File: src/prru_pkg.sv
// Shared types and constants for the nine-element permutation rank/unrank block.
// No dependencies; used by every module of the block.
package prru_pkg;

  localparam int unsigned NPOS    = 9;
  localparam int unsigned ELEM_W  = 4;
  localparam int unsigned CNT_W   = 4;
  localparam int unsigned RANK_W  = 19;
  localparam int unsigned RECIP_W = 20;
  localparam int unsigned PROD_W  = RANK_W + RECIP_W;
  localparam int unsigned PERM_W  = NPOS * ELEM_W;
  localparam int unsigned TDATA_W = ((RANK_W + PERM_W + 7) / 8) * 8;

  typedef logic [3:0]                    pos_t;
  typedef logic [ELEM_W-1:0]             elem_t;
  typedef logic [NPOS-1:0][ELEM_W-1:0]   perm_t;

  // Weight of each position: (8 - i)!
  localparam logic [RANK_W-1:0] FACT_W [NPOS] = '{
    19'd40320, 19'd5040, 19'd720, 19'd120, 19'd24, 19'd6, 19'd2, 19'd1, 19'd1
  };

  // floor(t / FACT_W[i]) == (t * RECIP[i]) >> RSHIFT[i] for every 19-bit t
  localparam int unsigned RSHIFT [NPOS] = '{35, 32, 29, 26, 24, 22, 20, 19, 19};

  localparam logic [RECIP_W-1:0] RECIP [NPOS] = '{
    20'(((64'd1 << 35) + 64'd40319) / 64'd40320),
    20'(((64'd1 << 32) + 64'd5039) / 64'd5040),
    20'(((64'd1 << 29) + 64'd719) / 64'd720),
    20'(((64'd1 << 26) + 64'd119) / 64'd120),
    20'(((64'd1 << 24) + 64'd23) / 64'd24),
    20'(((64'd1 << 22) + 64'd5) / 64'd6),
    20'(((64'd1 << 20) + 64'd1) / 64'd2),
    20'(64'd1 << 19),
    20'(64'd1 << 19)
  };

  // First pipeline stage: per-lane inversion counts and rank quotients
  typedef struct packed {
    logic                              func;
    logic [NPOS-1:0][CNT_W-1:0]        count;
    logic [NPOS-1:0][RANK_W-1:0]       quot;
  } stage_a_t;

  // Second pipeline stage: weighted terms and mixed-radix digits
  typedef struct packed {
    logic                              func;
    logic [NPOS-1:0][RANK_W-1:0]       term;
    logic [NPOS-1:0][ELEM_W-1:0]       digit;
  } stage_b_t;

endpackage

File: src/permutation_rank_unrank.sv
// Throughput one item per cycle while the output is not stalled.
// Stages: nine lanes (compare/count and reciprocal divide), digit and weight prep,
// then merge (rank sum, permutation fix-up) into the output register.
// Each stage holds only while the stage after it is full and stalled.
// Reset (rst_ni low, asynchronous) empties the pipeline; payload registers are not cleared.
module permutation_rank_unrank import prru_pkg::*; (
  input  logic               clk_i,
  input  logic               rst_ni,
  input  logic               s_axis_tvalid_i,
  output logic               s_axis_tready_o,
  // perm_in_0 .. perm_in_8 (4 bits each), rank_in (19 bits), one zero pad bit
  input  logic [TDATA_W-1:0] s_axis_tdata_i,
  // func: 0 = rank, 1 = unrank
  input  logic               s_axis_tuser_i,
  output logic               m_axis_tvalid_o,
  input  logic               m_axis_tready_i,
  // rank_out (19 bits), perm_out_0 .. perm_out_8 (4 bits each), one zero pad bit
  output logic [TDATA_W-1:0] m_axis_tdata_o
);

  perm_t             perm_in;
  logic [RANK_W-1:0] rank_in;
  logic [CNT_W-1:0]  lane_cnt  [NPOS];
  logic [RANK_W-1:0] lane_quot [NPOS];

  stage_a_t          stage_a_d, stage_a_q;
  stage_b_t          stage_b_d, stage_b_q;
  logic [RANK_W-1:0] rank_d, rank_q;
  perm_t             perm_d, perm_q;
  logic              va_q, vb_q, vc_q;
  logic              ready_a, ready_b, ready_c;

  assign perm_in = s_axis_tdata_i[PERM_W-1:0];
  assign rank_in = s_axis_tdata_i[PERM_W +: RANK_W];

  for (genvar g = 0; g < NPOS; g++) begin : g_lane
    prru_lane u_lane (
      .lane_idx_i (pos_t'(g)),
      .perm_i     (perm_in),
      .rank_i     (rank_in),
      .count_o    (lane_cnt[g]),
      .quot_o     (lane_quot[g])
    );
  end

  always_comb begin
    stage_a_d.func = s_axis_tuser_i;
    for (int i = 0; i < NPOS; i++) begin
      stage_a_d.count[i] = lane_cnt[i];
      stage_a_d.quot[i]  = lane_quot[i];
    end
  end

  prru_prep u_prep (
    .a_i (stage_a_q),
    .b_o (stage_b_d)
  );

  prru_merge u_merge (
    .b_i    (stage_b_q),
    .rank_o (rank_d),
    .perm_o (perm_d)
  );

  // a stage may load when it is empty or its contents move on this cycle
  assign ready_c = !vc_q || m_axis_tready_i;
  assign ready_b = !vb_q || ready_c;
  assign ready_a = !va_q || ready_b;

  always_ff @(posedge clk_i or negedge rst_ni) begin
    if (!rst_ni) begin
      va_q <= 1'b0;
      vb_q <= 1'b0;
      vc_q <= 1'b0;
    end else begin
      if (ready_a) va_q <= s_axis_tvalid_i;
      if (ready_b) vb_q <= va_q;
      if (ready_c) vc_q <= vb_q;
    end
  end

  always_ff @(posedge clk_i) begin
    if (ready_a && s_axis_tvalid_i) stage_a_q <= stage_a_d;
    if (ready_b && va_q)            stage_b_q <= stage_b_d;
    if (ready_c && vb_q) begin
      rank_q <= rank_d;
      perm_q <= perm_d;
    end
  end

  assign s_axis_tready_o = ready_a;
  assign m_axis_tvalid_o = vc_q;
  assign m_axis_tdata_o  = TDATA_W'({perm_q, rank_q});

endmodule

File: src/prru_lane.sv
// One position lane: counts later smaller elements and divides the rank by the
// position's factorial weight. Depends on prru_pkg.
module prru_lane import prru_pkg::*; (
  input  pos_t              lane_idx_i,
  input  perm_t             perm_i,
  input  logic [RANK_W-1:0] rank_i,
  output logic [CNT_W-1:0]  count_o,
  output logic [RANK_W-1:0] quot_o
);

  elem_t             pivot;
  logic [PROD_W-1:0] prod;

  always_comb begin
    pivot   = perm_i[lane_idx_i];
    count_o = '0;
    for (int j = 0; j < NPOS; j++) begin
      if ((pos_t'(j) > lane_idx_i) && (perm_i[j] < pivot)) begin
        count_o = count_o + CNT_W'(1);
      end
    end
  end

  // reciprocal multiply stands in for the constant divide
  assign prod   = PROD_W'(rank_i) * PROD_W'(RECIP[lane_idx_i]);
  assign quot_o = RANK_W'(prod >> RSHIFT[lane_idx_i]);

endmodule

File: src/prru_prep.sv
// Weights the inversion counts and extracts the mixed-radix digits from the
// per-lane quotients. Depends on prru_pkg.
module prru_prep import prru_pkg::*; (
  input  stage_a_t a_i,
  output stage_b_t b_o
);

  logic [RANK_W-1:0] diff [NPOS];
  elem_t             q0;

  always_comb begin
    b_o.func = a_i.func;
    q0       = a_i.quot[0][ELEM_W-1:0];
    diff[0]  = '0;
    for (int i = 0; i < NPOS; i++) begin
      b_o.term[i] = RANK_W'(RANK_W'(a_i.count[i]) * FACT_W[i]);
    end
    // leading digit: quotient by 8! folded into radix nine
    b_o.digit[0] = (q0 >= ELEM_W'(NPOS)) ? q0 - ELEM_W'(NPOS) : q0;
    for (int i = 1; i < NPOS; i++) begin
      diff[i]      = a_i.quot[i] - RANK_W'(a_i.quot[i-1] * RANK_W'(NPOS - i));
      b_o.digit[i] = diff[i][ELEM_W-1:0];
    end
  end

endmodule

File: src/prru_merge.sv
// Merges lane results: sums the weighted terms into the rank and applies the
// increment fix-up that turns digits into the permutation. Depends on prru_pkg.
module prru_merge import prru_pkg::*; (
  input  stage_b_t          b_i,
  output logic [RANK_W-1:0] rank_o,
  output perm_t             perm_o
);

  logic [RANK_W-1:0] acc;
  elem_t             fix [NPOS];

  always_comb begin
    acc = '0;
    for (int i = 0; i < NPOS; i++) begin
      acc = acc + b_i.term[i];
    end
    fix[0] = b_i.digit[0];
    for (int i = 1; i < NPOS; i++) begin
      fix[i] = b_i.digit[i];
      // bump once per earlier digit not above the running value, nearest first
      for (int j = i - 1; j >= 0; j--) begin
        if (b_i.digit[j] <= fix[i]) begin
          fix[i] = fix[i] + ELEM_W'(1);
        end
      end
    end
    rank_o = b_i.func ? '0 : acc;
    for (int i = 0; i < NPOS; i++) begin
      perm_o[i] = b_i.func ? fix[i] : '0;
    end
  end

endmodule

File: config.mk
export PLATFORM = sky130hd
export DESIGN_NAME = permutation_rank_unrank
export DESIGN_NICKNAME = d
export VERILOG_FILES = /design/src/prru_pkg.sv /design/src/permutation_rank_unrank.sv /design/src/prru_lane.sv /design/src/prru_prep.sv /design/src/prru_merge.sv
export SDC_FILE = /design/constraint.sdc
export NUM_CORES = 1
export LEC_CHECK = 0
export BUFFER_PORTS_ARGS = -buffer_cell sky130_fd_sc_hd__buf_2
export CORE_MARGIN = 3
export CORE_UTILIZATION = 38
export DETAILED_ROUTE_END_ITERATION = 16
export GPL_ROUTABILITY_DRIVEN = 0
export GPL_TIMING_DRIVEN = 0
export PLACE_DENSITY = 0.58
export SLEW_MARGIN = 25
export SYNTH_ARGS = -nofsm -noshare
export SYNTH_HDL_FRONTEND = slang
export SYNTH_SLANG_ARGS = --single-unit
File: constraint.sdc
create_clock -name clk_i -period 27.5 [get_ports clk_i]
set_input_delay 5.5 -clock clk_i [delete_from_list [all_inputs] [get_ports clk_i]]
set_output_delay 5.5 -clock clk_i [all_outputs]
set_load 0.03 [all_outputs]
==> run summary <==
DR vias -> 21,700
DP Cell Count -> 4,480
Final HPWL DP -> 60,800 µm
synthesized area per cell -> 10.4 µm²
RSZ-0062 raised after global routing -> false
top layer in use -> met5
max-slew violation count -> 0
Max Cap Viol -> 0
die height -> 303 µm
worst-path fanout max -> 10
TritonCTS Sinks -> 195
Finished Layout Cells -> 4,512
first-pass GRT wire length -> 118,000 µm
HP Start -> stage_a_q[195]$_DFFE_PP_
crit path launch -> s_axis_tdata_i[42]
status -> finished clean
core area -> 87,000 µm²
vias in the first global route -> 22,300
Synth Register Bits -> 195
fin nets -> 4,556
antenna violations before repair -> 4
CTS tree -> done
Mapped Area -> 33,400 µm²
Warnings, synthesis -> 0
met2 routed WL -> 32,500 µm
Final Cycle Share -> 44.2%
Post-synth EDFFs -> 192
row count -> 108
postcts setup bufs -> 0
Layout fillers -> 8,542
commonest non-fill, non-tap cell in the layout -> ha_1
final setup fails -> 0
later-pin clock latency in the skew report -> 0.45 ns
commonest non-fill, non-tap cells in the layout -> ha_1 (798), inv_1 (663), fa_1 (353), edfxtp_1 (192), a21o_1 (149)
Cells after Synth -> 3,202
Post-route DRC -> 0
Synth Flop Type -> edfxtp_1
ANT nets after route -> 0
Starting Density -> 38.4%
clock buffer depth -> 2
Initial DRC Count -> 882
Worst Path Arrival -> 12.33 ns
CTS resizes -> 0
FF-to-FF Start -> stage_b_q[24]$_DFFE_PP_
WL met1 -> 35,400 µm
area leader, netlist -> ha_1
Detailed Routing Iterations Pass 1 -> 5
total gr overflow -> 0
H-tree levels -> 4
P&R area growth vs syn -> 8.07%
GRT Total Usage -> 16.2%
sequential fraction of the synthesis area -> 17.5%
routed length per instance -> 15.8 µm
Synth async-reset ratio -> 1.54%
final total negative setup slack -> 0 ns
cts-stage hold buffer count -> 0
PortBufs -> 116
Post-Route WL -> 71,200 µm
Multi-input gate area -> 25,000 µm²
area share of the largest cell type after synthesis -> 29.9%
Die W -> 303 µm
FF/Latch Area -> 5840 µm²
Netlist cell types -> 97
fmax -> 82.4 MHz
Setup crit start kind -> input pin
met3 wire len -> 2130 µm
Worst Hold Class -> reg2reg
Least-Margin Pin Slew -> 0.738 ns
final hold vios -> 0
register clock-pin slew on the reported worst setup and hold paths -> 0.07 ns
min cycle time layout -> 12.14 ns
TritonCTS Buffers -> 17
share of cells above drive strength 1 -> 6.37%
top cells by area, synth -> ha_1 (30%), fa_1 (21%), edfxtp_1 (17%), inv_1 (7.4%), xnor2_1 (3.9%)
Crit path required time -> 27.68 ns
CP Class -> in2reg
die area -> 91,500 µm²
clk_skew -> 0.0114 ns
slew margin rel. -> 50.2%
n_diodes -> 0
CTS root buffer -> clkbuf_16
Via density -> 4.80
largest net degree at the start of global routing -> 55
IO Pins -> 119
Critical Path Sink Type -> flop
-- layout make-up --
| type | count | share of cell area (%) |
|---|---|---|
| Tap cell | 1155 | 4.00 |
| Clock inverter | 13 | 0.388 |
| Multi-Input combinational cell | 2337 | 69.3 |
| Sequential cell | 195 | 16.2 |
| Buffer | 11 | 0.184 |
| Timing Repair Buffer | 119 | 1.82 |
| Inverter | 663 | 6.89 |
| Clock buffer | 19 | 1.20 |
-- path summary, 6_finish.rpt --
path / endpoint / slack, ns / cells after the start
min in group asynchronous: m_axis_tvalid_o$_DFFE_PN0P_ / 4.82 / 1
setup / recovery: stage_a_q[100]$_DFFE_PP_ / 15.36 / 26
hold / removal: stage_b_q[151]$_DFFE_PP_ / 0.43 / 0
max in group asynchronous: va_q$_DFFE_PN0N_ / 22.57 / 1
setup reg to reg: m_axis_tdata_o[52]$_SDFFCE_PN0P_ / 15.94 / 46
hold reg to reg: stage_b_q[151]$_DFFE_PP_ / 0.43 / 0
-- routing by layer --
layer / vias up / global-route usage [%]
met5: - / 0
met2: 272 / 26.5
met4: 8 / 3.16
met1: 10300 / 23.2
met3: 65 / 2.06
li1: 11000 / -
-- sequential cells by signal (all words and copies together) (netlist names) --
signal           flops
m_axis_tvalid_o      1
stage_a_q           53
m_axis_tdata_o      36
stage_b_q           84
vb_q                 1
rank_q              19
va_q                 1
-- worst max-delay path, stage by stage --
cell and delay (ns):
buf_2 0.38, ha_1 0.66, ha_1 0.28, inv_1 0.05, fa_1 0.49, inv_1 0.33, fa_1 0.46, ha_1 0.28
inv_1 0.05, fa_1 0.54, inv_1 0.04, ha_1 0.27, a21o_1 0.16, a21o_1 0.17, a21o_1 0.17, a21o_1 0.18
a21o_1 0.18, a21o_1 0.17, a21o_1 0.18, a21oi_1 0.16, o21ai_0 0.14, a21oi_1 0.29, o21ai_0 0.25, and4_1 0.26
a2111oi_0 0.48, xnor2_1 0.16
-- synthesized netlist by cell type (all sizes together), types with 4 or more instances --
| cell type | count |
|---|---|
| xnor2 | 148 |
| clkbuf | 6 |
| or2 | 5 |
| buf | 4 |
| inv | 663 |
| nand2b | 73 |
| and3b | 7 |
| nand2 | 112 |
| a31o | 6 |
| nor2b | 47 |
| xor2 | 67 |
| a211oi | 6 |
| o21a | 6 |
| o211a | 4 |
| and3 | 10 |
| a31oi | 14 |
| nand3 | 33 |
| nor3 | 24 |
| a21oi | 122 |
| o21ai | 83 |
| o21bai | 19 |
| mux2i | 14 |
| edfxtp | 192 |
| and2 | 30 |
| a21o | 149 |
| a41o | 18 |
| nand4 | 13 |
| and4 | 5 |
| o211ai | 4 |
| fa | 353 |
| ha | 798 |
| o31ai | 7 |
| nor2 | 79 |
| mux2 | 18 |
-- metrics by stage --
stage	hold WS [ns]	cell area [µm²]	util, %	setup slack, ns
after detailed placement	0.417	35500	40.8	14.78
after CTS	0.435	36100	41.5	15.25
after global routing	0.462	36100	41.5	14.82
after floorplan	0.400	33400	-	16.08
final	0.433	36100	41.5	15.36
after global placement	0.401	35500	40.7	14.74
-- kinds of logic after synthesis --
kind of cell	count (synthesis)	synth area share, %
AND/OR/NAND/NOR	459	7.33
buffers and inverters	674	7.65
other	2	0.0225
flip-flops	195	17.5
AO/OA/AOI/OAI	473	9.77
XOR/XNOR	215	5.64
multiplexers	32	1.05
adder cells (fa/ha/maj)	1152	51.1
Power is left out: the tool's default activity adds up to more than one toggle a clock period on the data nets, which glitch-free logic cannot reach.
